[src/rtl/sfa_pkg.sv]
// Package: types and constants of the segment fit allocator.
package sfa_pkg;

   localparam int MAP_ENTRIES = 64;
   localparam int IDX_W       = $clog2(MAP_ENTRIES);
   localparam int CNT_W       = IDX_W + 1;
   localparam int SCAN_W      = (CNT_W > 7) ? CNT_W : 7;

   localparam logic [16:0] MEM_SIZE_RESET = 17'd1024;
   localparam logic [16:0] MEM_SIZE_MAX   = 17'd65536;

   localparam logic [2:0] OP_BEST    = 3'd0;
   localparam logic [2:0] OP_FIRST   = 3'd1;
   localparam logic [2:0] OP_WORST   = 3'd2;
   localparam logic [2:0] OP_NEXT    = 3'd3;
   localparam logic [2:0] OP_RELEASE = 3'd4;

   typedef struct packed {
      logic [2:0]  opcode;
      logic [16:0] alloc_words;
      logic [15:0] owner_id;
      logic [5:0]  scan_start;
   } req_type;

   typedef struct packed {
      logic [15:0] block_start;
      logic [15:0] block_end;
      logic [16:0] block_size;
      logic [15:0] block_owner;
      logic        success;
      logic [6:0]  segment_count;
   } rsp_type;

   typedef struct packed {
      logic [15:0] seg_start;
      logic [15:0] seg_end;
      logic [15:0] seg_owner;
   } seg_entry_type;

endpackage

[src/rtl/segment_fit_allocator_unit.sv]
// Top level: contiguous segment allocator with best, first, worst and next fit, and release.
//
//   channel | dir | handshake           | content
//   req     | in  | req_valid/req_stall | opcode, size, owner, next-fit start
//   rsp     | out | rsp_valid/rsp_stall | block fields, success, segment count
//   csr     | in  | csr_valid/csr_ready | memory_size write data
//
// A request reads and checks each table entry scanned, then reads and writes
// each entry moved for a split or merge, all through the single read port of
// the segment table.
// Reset and every memory_size write rebuild entry 0 in state ST_INIT.
// req_stall is high from acceptance until the response is loaded; the result
// waits in the response register while rsp_stall holds it.
module segment_fit_allocator_unit (
   input  logic             clock,
   input  logic             reset,
   input  logic             req_valid,
   output logic             req_stall,
   input  sfa_pkg::req_type req_payload,
   output logic             rsp_valid,
   input  logic             rsp_stall,
   output sfa_pkg::rsp_type rsp_payload,
   input  logic             csr_valid,
   output logic             csr_ready,
   input  logic [16:0]      csr_data
);
   import sfa_pkg::*;

   typedef enum logic [18:0] {
      ST_INIT    = 19'b0000000000000000001,
      ST_IDLE    = 19'b0000000000000000010,
      ST_SCAN_RD = 19'b0000000000000000100,
      ST_SCAN_CK = 19'b0000000000000001000,
      ST_DECIDE  = 19'b0000000000000010000,
      ST_SHIFT_RD= 19'b0000000000000100000,
      ST_SHIFT_WR= 19'b0000000000001000000,
      ST_SPLIT_HI= 19'b0000000000010000000,
      ST_SPLIT_LO= 19'b0000000000100000000,
      ST_REL_RD  = 19'b0000000001000000000,
      ST_REL_CK  = 19'b0000000010000000000,
      ST_PREV_RD = 19'b0000000100000000000,
      ST_PREV_CK = 19'b0000001000000000000,
      ST_NEXT_RD = 19'b0000010000000000000,
      ST_NEXT_CK = 19'b0000100000000000000,
      ST_MERGE   = 19'b0001000000000000000,
      ST_DROP_RD = 19'b0010000000000000000,
      ST_DROP_WR = 19'b0100000000000000000,
      ST_DONE    = 19'b1000000000000000000
   } state_type;

   state_type     state_ff, state_in;
   logic [16:0]   mem_size_ff, mem_size_in;
   logic [CNT_W-1:0] count_ff, count_in;
   logic [SCAN_W-1:0] idx_ff, idx_in;
   req_type       op_ff, op_in;
   logic          found_ff, found_in;
   logic [IDX_W-1:0] pick_ff, pick_in;
   logic [16:0]   pick_ex_ff, pick_ex_in;
   seg_entry_type cur_ff, cur_in;
   logic [15:0]   prev_start_ff, prev_start_in;
   logic [15:0]   next_end_ff, next_end_in;
   logic          prev_free_ff, prev_free_in;
   logic          next_free_ff, next_free_in;
   rsp_type       res_ff, res_in;
   rsp_type       rsp_ff, rsp_in;
   logic          rsp_valid_ff, rsp_valid_in;

   seg_entry_type seg_mem [MAP_ENTRIES];
   seg_entry_type mem_rdata_ff;
   seg_entry_type mem_wdata;
   logic          mem_we;
   logic [IDX_W-1:0] mem_waddr, mem_raddr;

   logic [16:0]   rd_size, rd_ex, clamp_size;
   logic          rd_fits, better;
   logic [SCAN_W-1:0] count_ext, drop_cnt, pick_ext, k_ext;
   logic [IDX_W-1:0] base_idx;

   always_ff @(posedge clock) begin
      if (mem_we) begin
         seg_mem[mem_waddr] <= mem_wdata;
      end
      mem_rdata_ff <= seg_mem[mem_raddr];
   end

   always_comb begin
      if (csr_data == 17'd0) begin
         clamp_size = 17'd1;
      end else if (csr_data > MEM_SIZE_MAX) begin
         clamp_size = MEM_SIZE_MAX;
      end else begin
         clamp_size = csr_data;
      end
   end

   assign rd_size   = {1'b0, mem_rdata_ff.seg_end} - {1'b0, mem_rdata_ff.seg_start} + 17'd1;
   assign rd_ex     = rd_size - op_ff.alloc_words;
   assign rd_fits   = (mem_rdata_ff.seg_owner == 16'd0) && (rd_size >= op_ff.alloc_words);
   assign better    = !found_ff || ((op_ff.opcode == OP_BEST) && (rd_ex < pick_ex_ff)) ||
                      ((op_ff.opcode == OP_WORST) && (rd_ex > pick_ex_ff));
   assign count_ext = SCAN_W'(count_ff);
   assign pick_ext  = SCAN_W'(pick_ff);
   assign drop_cnt  = SCAN_W'(prev_free_ff) + SCAN_W'(next_free_ff);
   assign base_idx  = prev_free_ff ? (pick_ff - IDX_W'(1)) : pick_ff;
   assign k_ext     = SCAN_W'(base_idx);

   always_comb begin
      state_in      = state_ff;
      mem_size_in   = mem_size_ff;
      count_in      = count_ff;
      idx_in        = idx_ff;
      op_in         = op_ff;
      found_in      = found_ff;
      pick_in       = pick_ff;
      pick_ex_in    = pick_ex_ff;
      cur_in        = cur_ff;
      prev_start_in = prev_start_ff;
      next_end_in   = next_end_ff;
      prev_free_in  = prev_free_ff;
      next_free_in  = next_free_ff;
      res_in        = res_ff;
      rsp_in        = rsp_ff;
      rsp_valid_in  = rsp_valid_ff && rsp_stall;
      mem_we        = 1'b0;
      mem_waddr     = idx_ff[IDX_W-1:0];
      mem_wdata     = mem_rdata_ff;
      mem_raddr     = idx_ff[IDX_W-1:0];

      unique case (state_ff)
         ST_INIT: begin
            mem_we    = 1'b1;
            mem_waddr = '0;
            mem_wdata = '{seg_start: 16'd0, seg_end: mem_size_ff[15:0] - 16'd1,
                          seg_owner: 16'd0};
            count_in  = CNT_W'(1);
            state_in  = ST_IDLE;
         end
         ST_IDLE: begin
            if (csr_valid) begin
               mem_size_in = clamp_size;
               state_in    = ST_INIT;
            end else if (req_valid) begin
               op_in    = req_payload;
               res_in   = '0;
               found_in = 1'b0;
               idx_in   = '0;
               if ((req_payload.opcode <= OP_NEXT) && (req_payload.alloc_words != 17'd0) &&
                   (req_payload.owner_id != 16'd0)) begin
                  if (req_payload.opcode == OP_NEXT) begin
                     idx_in = SCAN_W'(req_payload.scan_start);
                  end
                  state_in = ST_SCAN_RD;
               end else if ((req_payload.opcode == OP_RELEASE) &&
                            (req_payload.owner_id != 16'd0)) begin
                  state_in = ST_REL_RD;
               end else begin
                  state_in = ST_DONE;
               end
            end
         end
         ST_SCAN_RD: begin
            state_in = (idx_ff < count_ext) ? ST_SCAN_CK : ST_DECIDE;
         end
         ST_SCAN_CK: begin
            idx_in   = idx_ff + SCAN_W'(1);
            state_in = ST_SCAN_RD;
            if (rd_fits && better) begin
               found_in   = 1'b1;
               pick_in    = idx_ff[IDX_W-1:0];
               pick_ex_in = rd_ex;
               cur_in     = mem_rdata_ff;
               if ((op_ff.opcode == OP_FIRST) || (op_ff.opcode == OP_NEXT)) begin
                  state_in = ST_DECIDE;
               end
            end
         end
         ST_DECIDE: begin
            if (!found_ff || ((pick_ex_ff != 17'd0) && (count_ext >= SCAN_W'(MAP_ENTRIES)))) begin
               state_in = ST_DONE;
            end else if (pick_ex_ff == 17'd0) begin
               mem_we    = 1'b1;
               mem_waddr = pick_ff;
               mem_wdata = '{seg_start: cur_ff.seg_start, seg_end: cur_ff.seg_end,
                             seg_owner: op_ff.owner_id};
               res_in.block_start = cur_ff.seg_start;
               res_in.block_end   = cur_ff.seg_end;
               res_in.block_size  = op_ff.alloc_words;
               res_in.block_owner = op_ff.owner_id;
               res_in.success     = 1'b1;
               state_in = ST_DONE;
            end else begin
               idx_in   = count_ext;
               state_in = ST_SHIFT_RD;
            end
         end
         ST_SHIFT_RD: begin
            mem_raddr = idx_ff[IDX_W-1:0] - IDX_W'(1);
            state_in  = (idx_ff > pick_ext + SCAN_W'(1)) ? ST_SHIFT_WR : ST_SPLIT_HI;
         end
         ST_SHIFT_WR: begin
            mem_we   = 1'b1;
            idx_in   = idx_ff - SCAN_W'(1);
            state_in = ST_SHIFT_RD;
         end
         ST_SPLIT_HI: begin
            mem_we    = 1'b1;
            mem_waddr = pick_ff + IDX_W'(1);
            mem_wdata = '{seg_start: cur_ff.seg_start + op_ff.alloc_words[15:0],
                          seg_end: cur_ff.seg_end, seg_owner: 16'd0};
            state_in  = ST_SPLIT_LO;
         end
         ST_SPLIT_LO: begin
            mem_we    = 1'b1;
            mem_waddr = pick_ff;
            mem_wdata = '{seg_start: cur_ff.seg_start,
                          seg_end: cur_ff.seg_start + op_ff.alloc_words[15:0] - 16'd1,
                          seg_owner: op_ff.owner_id};
            count_in  = count_ff + CNT_W'(1);
            res_in.block_start = cur_ff.seg_start;
            res_in.block_end   = cur_ff.seg_start + op_ff.alloc_words[15:0] - 16'd1;
            res_in.block_size  = op_ff.alloc_words;
            res_in.block_owner = op_ff.owner_id;
            res_in.success     = 1'b1;
            state_in = ST_DONE;
         end
         ST_REL_RD: begin
            state_in = (idx_ff < count_ext) ? ST_REL_CK : ST_DONE;
         end
         ST_REL_CK: begin
            if (mem_rdata_ff.seg_owner == op_ff.owner_id) begin
               pick_in  = idx_ff[IDX_W-1:0];
               cur_in   = mem_rdata_ff;
               state_in = ST_PREV_RD;
            end else begin
               idx_in   = idx_ff + SCAN_W'(1);
               state_in = ST_REL_RD;
            end
         end
         ST_PREV_RD: begin
            mem_raddr    = pick_ff - IDX_W'(1);
            prev_free_in = 1'b0;
            state_in     = (pick_ff != '0) ? ST_PREV_CK : ST_NEXT_RD;
         end
         ST_PREV_CK: begin
            prev_free_in  = (mem_rdata_ff.seg_owner == 16'd0);
            prev_start_in = mem_rdata_ff.seg_start;
            state_in      = ST_NEXT_RD;
         end
         ST_NEXT_RD: begin
            mem_raddr    = pick_ff + IDX_W'(1);
            next_free_in = 1'b0;
            state_in     = (pick_ext + SCAN_W'(1) < count_ext) ? ST_NEXT_CK : ST_MERGE;
         end
         ST_NEXT_CK: begin
            next_free_in = (mem_rdata_ff.seg_owner == 16'd0);
            next_end_in  = mem_rdata_ff.seg_end;
            state_in     = ST_MERGE;
         end
         ST_MERGE: begin
            mem_we    = 1'b1;
            mem_waddr = base_idx;
            mem_wdata = '{seg_start: prev_free_ff ? prev_start_ff : cur_ff.seg_start,
                          seg_end: next_free_ff ? next_end_ff : cur_ff.seg_end,
                          seg_owner: 16'd0};
            res_in.success = 1'b1;
            idx_in   = k_ext + SCAN_W'(1);
            state_in = ST_DROP_RD;
         end
         ST_DROP_RD: begin
            mem_raddr = idx_ff[IDX_W-1:0] + drop_cnt[IDX_W-1:0];
            if ((drop_cnt != '0) && (idx_ff + drop_cnt < count_ext)) begin
               state_in = ST_DROP_WR;
            end else begin
               count_in = count_ff - CNT_W'(drop_cnt);
               state_in = ST_DONE;
            end
         end
         ST_DROP_WR: begin
            mem_we   = 1'b1;
            idx_in   = idx_ff + SCAN_W'(1);
            state_in = ST_DROP_RD;
         end
         ST_DONE: begin
            if (!rsp_valid_ff || !rsp_stall) begin
               rsp_in               = res_ff;
               rsp_in.segment_count = 7'(count_ff);
               rsp_valid_in         = 1'b1;
               state_in             = ST_IDLE;
            end
         end
         default: begin
            state_in = ST_INIT;
         end
      endcase
   end

   always_ff @(posedge clock) begin
      if (reset) begin
         state_ff     <= ST_INIT;
         mem_size_ff  <= MEM_SIZE_RESET;
         count_ff     <= CNT_W'(1);
         rsp_valid_ff <= 1'b0;
      end else begin
         state_ff     <= state_in;
         mem_size_ff  <= mem_size_in;
         count_ff     <= count_in;
         rsp_valid_ff <= rsp_valid_in;
      end
      idx_ff        <= idx_in;
      op_ff         <= op_in;
      found_ff      <= found_in;
      pick_ff       <= pick_in;
      pick_ex_ff    <= pick_ex_in;
      cur_ff        <= cur_in;
      prev_start_ff <= prev_start_in;
      next_end_ff   <= next_end_in;
      prev_free_ff  <= prev_free_in;
      next_free_ff  <= next_free_in;
      res_ff        <= res_in;
      rsp_ff        <= rsp_in;
   end

   assign req_stall   = (state_ff != ST_IDLE) || csr_valid;
   assign csr_ready   = (state_ff == ST_IDLE);
   assign rsp_valid   = rsp_valid_ff;
   assign rsp_payload = rsp_ff;

endmodule

[config.mk]
export PLATFORM = sky130hd
export DESIGN_NAME = segment_fit_allocator_unit
export DESIGN_NICKNAME = d
export VERILOG_FILES = /design/src/rtl/sfa_pkg.sv /design/src/rtl/segment_fit_allocator_unit.sv
export SDC_FILE = /design/constraint.sdc
export NUM_CORES = 2
export LEC_CHECK = 0
export ABC_AREA = 1
export BUFFER_PORTS_ARGS = -buffer_cell sky130_fd_sc_hd__buf_2
export CORE_MARGIN = 5
export CORE_UTILIZATION = 55
export DETAILED_ROUTE_END_ITERATION = 8
export PLACE_DENSITY_LB_ADDON = 0.1
export SETUP_SLACK_MARGIN = 0.1
export SLEW_MARGIN = 5
export SYNTH_ARGS = -nofsm -noshare
export SYNTH_HDL_FRONTEND = slang
export SYNTH_SLANG_ARGS = --single-unit
export TNS_END_PERCENT = 100
[constraint.sdc]
create_clock -name clock -period 6.2 [get_ports clock]
set_input_delay 0.31 -clock clock [delete_from_list [all_inputs] [get_ports clock]]
set_output_delay 0.31 -clock clock [all_outputs]
set_load 0.05 [all_outputs]
== Word level (Yosys, flattened, before mapping) ==
Memories as Yosys holds them, arrays and structs flattened. A register that Yosys moved wholly into a read port is not among the register bits.
Cells that the tools add are included.
Storage, ports and cells
  input bits: 64
  register bits after elaboration: 315
  ROM bits: 0
  memory bits (writable): 3072
  memories kept: 1
  latch bits: 0
Memories
  seg_mem: words 64, bits a word 48, read ports 1, clocked after memory_dff 1, wr ports 1, line segment_fit_allocator_unit.sv:68  | seg_entry_type seg_mem [MAP_ENTRIES];
Operators by class
  add/sub/neg operators: 18
  bitwise logic cells: 1
  equality and inequality tests: 37
  $lt $le $gt $ge: 10
  div/mod/pow operators: 0
  reductions and logical operators: 51
  $mul: 0
  shifts and indexed selects: 0
  muxes and demuxes: 64
Operators with widths (number)
  $pmux 19 s18: 1
  $pmux 48 s5: 1
  $pmux 65 s3: 1
  $mux 48: 4
  $mux 19: 9
  $mux 73: 2
  $mux 66: 2
  $pmux 48 s2: 1
  $mux 16: 5
  $mux 6: 7
  $mux 7: 6
  $pmux 7 s6: 1
  $logic_not 17->1: 2
  $reduce_bool 17->1: 2
  $sub 16x1->16 const B: 2
  $pmux 6 s5: 1
  $pmux 6 s4: 1
  $lt 7x7->1: 3
  $pmux 7 s3: 1
  $ne 2x2->1 const B: 10
  $eq 19x1->1 const B: 1
  $eq 19x10->1 const B: 1
  $eq 19x11->1 const B: 1
  $eq 19x12->1 const B: 1
  67 further kinds: 115

== Logic depth before layout (Yosys ltp) ==
  depth in word-level cells: 10
  mapped depth: 35
  gate-level depth less buffers: 35

== Worst setup path before layout ==
No wires, ideal clock.
  path type: register -> register
  from: register mem_rdata_ff[17] (netlist name)
  to: register cur_ff[16] (netlist name) (enable)
  required time: 5.754 ns
  stages on the path, launching flop included: 32
  path buffers: 0
  setup time: 0.446 ns
  path slack: -0.654 ns
  arrival time: 6.408 ns
  path through: dfxtp_1 > inv_1 > ha_1 > inv_1 > ha_1 > fa_1 > nand3_1 > nand2_1 > a21o_1 > a21oi_1 > o21ai_0 > nand2_1 > nand2_1 > a21oi_1 > xnor2_1 > ha_1 > a21oi_1 > o21ai_0 > a21oi_1 > o221ai_1 > xor2_1 > ha_1 > nand2_1 > inv_1 > nand3_1 > nor3_1 > o21ai_0 > nand3_1 > nand4_1 > nand3_1 > nand3_1 > a21oi_1
Between the ends
  cells in the longest elaborated chain, start to end: 10
  elaborated cells between the ends (all ways): 14
  those cells by class: add/sub (3); order compare (3); eq/ne (1); reduce/logical (7)
Ends and longest elaborated chain
  $sub 16x16->17 (*): line segment_fit_allocator_unit.sv:96  | assign rd_size = {1'b0, mem_rdata_ff.seg_end} - {1'b0, mem_rdata_ff.seg_start} + 17'd1;
  $add 17x1->17 (*): line segment_fit_allocator_unit.sv:96
  $sub 17x17->17 (*): line segment_fit_allocator_unit.sv:97  | assign rd_ex = rd_size - op_ff.alloc_words;
  via rd_ex[16]: line segment_fit_allocator_unit.sv:74  | logic [16:0] rd_size, rd_ex, clamp_size;
  $lt 17x17->1: line segment_fit_allocator_unit.sv:99  | assign better = !found_ff || ((op_ff.opcode == OP_BEST) && (rd_ex < pick_ex_ff)) ||
  $logic_and 1x1->1: line segment_fit_allocator_unit.sv:99
  $logic_or 1x1->1: line segment_fit_allocator_unit.sv:99
  $logic_or 1x1->1 (*): line segment_fit_allocator_unit.sv:99
  $logic_and 1x1->1 (*): line segment_fit_allocator_unit.sv:167  | if (rd_fits && better) begin
  $ne 2x2->1 (no line) (*)
  $reduce_and 3->1 (no line) (*)
  end signal, assigned: line segment_fit_allocator_unit.sv:314  | cur_ff <= cur_in;
  end, declared: line segment_fit_allocator_unit.sv:59  | seg_entry_type cur_ff, cur_in;
Mark *: on every way through the listed nets, which the timed path passes. The rest lies on a longest branch.
A chain may end at the register's enable or synchronous reset.

== Worst setup path after layout ==
  from: register mem_rdata_ff[17] (netlist name)
  to: register pick_ff[4] (enable)
Between the ends
  cells in the longest elaborated chain, start to end: 10
  elaborated cells between the ends (all ways): 14
  those cells by class: add/sub (3); order compare (3); eq/ne (1); reduce/logical (7)
Ends and longest elaborated chain
  $sub 16x16->17 (*): line segment_fit_allocator_unit.sv:96
  $add 17x1->17 (*): line segment_fit_allocator_unit.sv:96
  $sub 17x17->17 (*): line segment_fit_allocator_unit.sv:97
  via rd_ex[14]: line segment_fit_allocator_unit.sv:74
  $lt 17x17->1: line segment_fit_allocator_unit.sv:99
  $logic_and 1x1->1: line segment_fit_allocator_unit.sv:99
  $logic_or 1x1->1: line segment_fit_allocator_unit.sv:99
  $logic_or 1x1->1 (*): line segment_fit_allocator_unit.sv:99
  $logic_and 1x1->1 (*): line segment_fit_allocator_unit.sv:167
  $ne 2x2->1 (no line) (*)
  $reduce_and 3->1 (no line) (*)
  end signal, assigned: line segment_fit_allocator_unit.sv:312  | pick_ff <= pick_in;
  end, declared: line segment_fit_allocator_unit.sv:57  | logic [IDX_W-1:0] pick_ff, pick_in;
Marked as above.

==> impl_metrics.ini <==
[critical_path]
rrSetupSlack_ns = 0.46
crit_end = pick_ff[4]$_DFFE_PP_
slowest_stage = fa_1
cp.arrival_ns = 6.34
reg2reg_to = pick_ff[4]$_DFFE_PP_
crit_fanout = 15
r2r-start = mem_rdata_ff[17]$_DFF_P_
max_stage_delay_ns = 0.45
startpoint = mem_rdata_ff[17]$_DFF_P_
reg2regPathDepth = 33
worstSetupPathType = flop to flop
critPathRequiredTime_ns = 6.80
crit_path_end_kind = flop
start_kind = flop

[logic_synthesis]
synth_top_area_share = 0.654
synth_ff_type = edfxtp_1
synth-seq-cells = 3435
synthTopCellsByCount = edfxtp_1 (3344), nand3_1 (3249), nand2_1 (2594), inv_1 (2423), nand3b_1 (773)
yosysTopAreaCell = edfxtp_1
synth_warnings = 0
ys_seq_area_frac = 0.666
syn-instance-count = 14320
synth_cell_types = 60
synth_edf_count = 3344
syn_area_per_cell_sq_um = 10.7
yosysMostFrequentCell = edfxtp_1
synth.cell_area_sq_um = 154000
synth.net_count = 14517
synth.area.top_cells = edfxtp_1 (65%), nand3_1 (11%), nand2_1 (6.3%)
async_flop_share = 0

[clock_tree]
htreeDepth = 5
clk_path_buf_depth = 4
cts_root_buf = clkbuf_16
clk_pin_slew_ns = 0.06
cts_tree = yes
insertion_delay_ns = 0.96
numCtsBuffers = 360
cts_sinks = 3435

[power_and_ir_drop]
power_uw = 55800
power.density_nw_per_um2 = 323
static-leakage-power_uw = 0.0698
ir_drop_mv = 0.293

[final_layout]
area_delta_synth_final_pct = 12.6
drive_above_1_share = 0.0809
finalNetCount = 14653
nFillCells = 22019
instances_no_fill = 18478
stdcell_area_sq_um = 173000

[detailed_routing]
wirelength_mm = 463
vias_per_cell = 5.84
wl_per_cell_microns = 25.1
first_pass_iters = 6
drt_iter0_markers = 14203
vias = 107946
ant_nets = 0
drc = 0

[floorplanning]
die_width_microns = 538
placeableCoreArea_sq_um = 279000
io_pins = 140
rows = 194
dieArea_sq_um = 290000
initial_core_util = 0.551
die_h_microns = 538

[global_route]
grt_usage = 0.311
grt_pass1_vias = 103781
grt_max_degree = 172
grt_overflow = 0
grt_pass1_wl_mm = 682
grt_antenna_before_repair = 24

[sta]
setup-violations-final = 0
hold_violations = 0
final_max_slew_viol_count = 0
fmax_mhz = 174
worstMarginPinSlew_ns = 1.21
max-slew-margin-rel = 0.193
fin_crit_sh = 0.925
fin_crit_ns = 5.74
finClkSkew_ns = 0.0653
rsz0062_at_grt = no

[placement]
postPlaceCellArea_sq_um = 160000
dp_cells = 17716
numPortBuffers = 139
hpwl_mm = 257
gp_congestion = 0.895

[min_path]
min_path_type = primary input to flop

[run]
maxCapViolations = 0

[run_status]
status = finished clean
-- area by class of cell --
class | count | area [sq um] | share of cell area
Inverter | 2434 | 9170 | 0.0530
Clock inverter | 185 | 1770 | 0.0102
Sequential cell | 3435 | 102000 | 0.591
Multi-Input combinational cell | 7621 | 39700 | 0.230
Tap cell | 3724 | 4660 | 0.0269
Clock buffer | 472 | 9680 | 0.0560
Antenna cell | 3 | 7.51 | 0.0000434
Timing Repair Buffer | 604 | 5780 | 0.0334
-- worst min-delay path by stage --
stage	startpoint	endpoint	slack, ns	cells past startpoint
2_1_floorplan	res_ff[10]$_DFFE_PP_	rsp_payload[10]$_DFFE_PP_	0.40	0
3_3_place_gp	res_ff[28]$_DFFE_PP_	rsp_payload[28]$_DFFE_PP_	0.40	0
3_5_place_dp	res_ff[21]$_DFFE_PP_	rsp_payload[21]$_DFFE_PP_	0.40	0
4_1_cts	req_payload[38]	op_ff[38]$_DFFE_PP_	0.05	2
5_1_grt	req_payload[28]	op_ff[28]$_DFFE_PP_	0.11	2
6_report	req_payload[37]	op_ff[37]$_DFFE_PP_	0.14	2
-- flip-flops by register name, indices dropped and copies added (netlist names) --
signal,cells
next_end_ff,16
op_ff,36
state_ff,19
count_ext,7
found_ff,1
rsp_valid,1
prev_start_ff,16
res_ff,66
mem_rdata_ff,48
pick_ff,6
prev_free_ff,1
pick_ex_ff,17
mem_size_ff,16
idx_ff,7
next_free_ff,1
cur_ff,32
rsp_payload,73
seg_mem,3072
-- repair_timing --
| item | 4_1_cts | 5_1_grt |
|---|---|---|
| resized for setup | 0 | 13 |
| setup buffers | 0 | 5 |
| hold buffers | 95 | 0 |
| endpoints found under the hold margin | 89 | 0 |
| endpoints found under the setup margin | 0 | 58 |
-- cells by family after synthesis --
| family | after synthesis | synth area share |
|---|---|---|
| AO/OA/AOI/OAI | 383 | 0.0146 |
| flip-flops | 3435 | 0.666 |
| adder cells (fa/ha/maj) | 133 | 0.0111 |
| XOR/XNOR | 76 | 0.00433 |
| buffers and inverters | 3264 | 0.0846 |
| AND/OR/NAND/NOR | 7029 | 0.220 |
-- report_power, final --
group          switching [uW]  internal, uW
Combinational            5250          1830
Sequential                170         27400
Clock                    9110         12100
Total                   14500         41300
-- layout by cell type (no fill, tap or decap), types with 13 or more instances in the layout --
master	count
nor4_1	22
dlygate4sd3_1	95
clkinvlp_4	17
a22oi_1	17
buf_2	139
nor2_1	195
clkinv_1	56
edfxtp_1	3344
o22ai_1	16
nand4_1	40
bufinv_16	25
a21oi_1	135
nand2_1	2594
inv_1	2420
dfxtp_1	91
ha_1	126
nor3_1	42
xor2_1	49
nor2_4	67
nand3b_1	773
a21oi_4	13
xnor2_1	27
buf_12	106
o32ai_4	13
o21ai_0	106
clkinv_2	67
clkbuf_1	98
buf_4	261
clkbuf_16	371
nand3_1	3246
-- per-stage QoR --
stage	setup TNS [ns]	setup WS (ns)	util	hold WS, ns
global placement	-0.322	-0.0152	0.576	0.403
CTS	0	0.176	0.620	0.0539
global route	0	0.0709	0.621	0.107
floorplan	0	0.349	-	0.400
finish	0	0.464	0.621	0.136
detailed placement	0	0.241	0.576	0.405
-- per-layer routing --
metal,track usage,wire length [microns],vias up
met3,0.0495,44500,923
met4,0.111,17000,6
met1,0.440,188000,52618
met2,0.492,214000,5658
li1,-,-,48741
met5,0,44,-
-- critical path, delay by kind of cell (launching register included) --
kind	cells	cell delay, ns
xor+xnor	2	0.37
buf+inv	7	0.87
fa+ha+maj	5	1.55
simple gates	10	0.92
flops	1	0.33
compound gates	9	1.35
(Power assumes the default switching activity.)
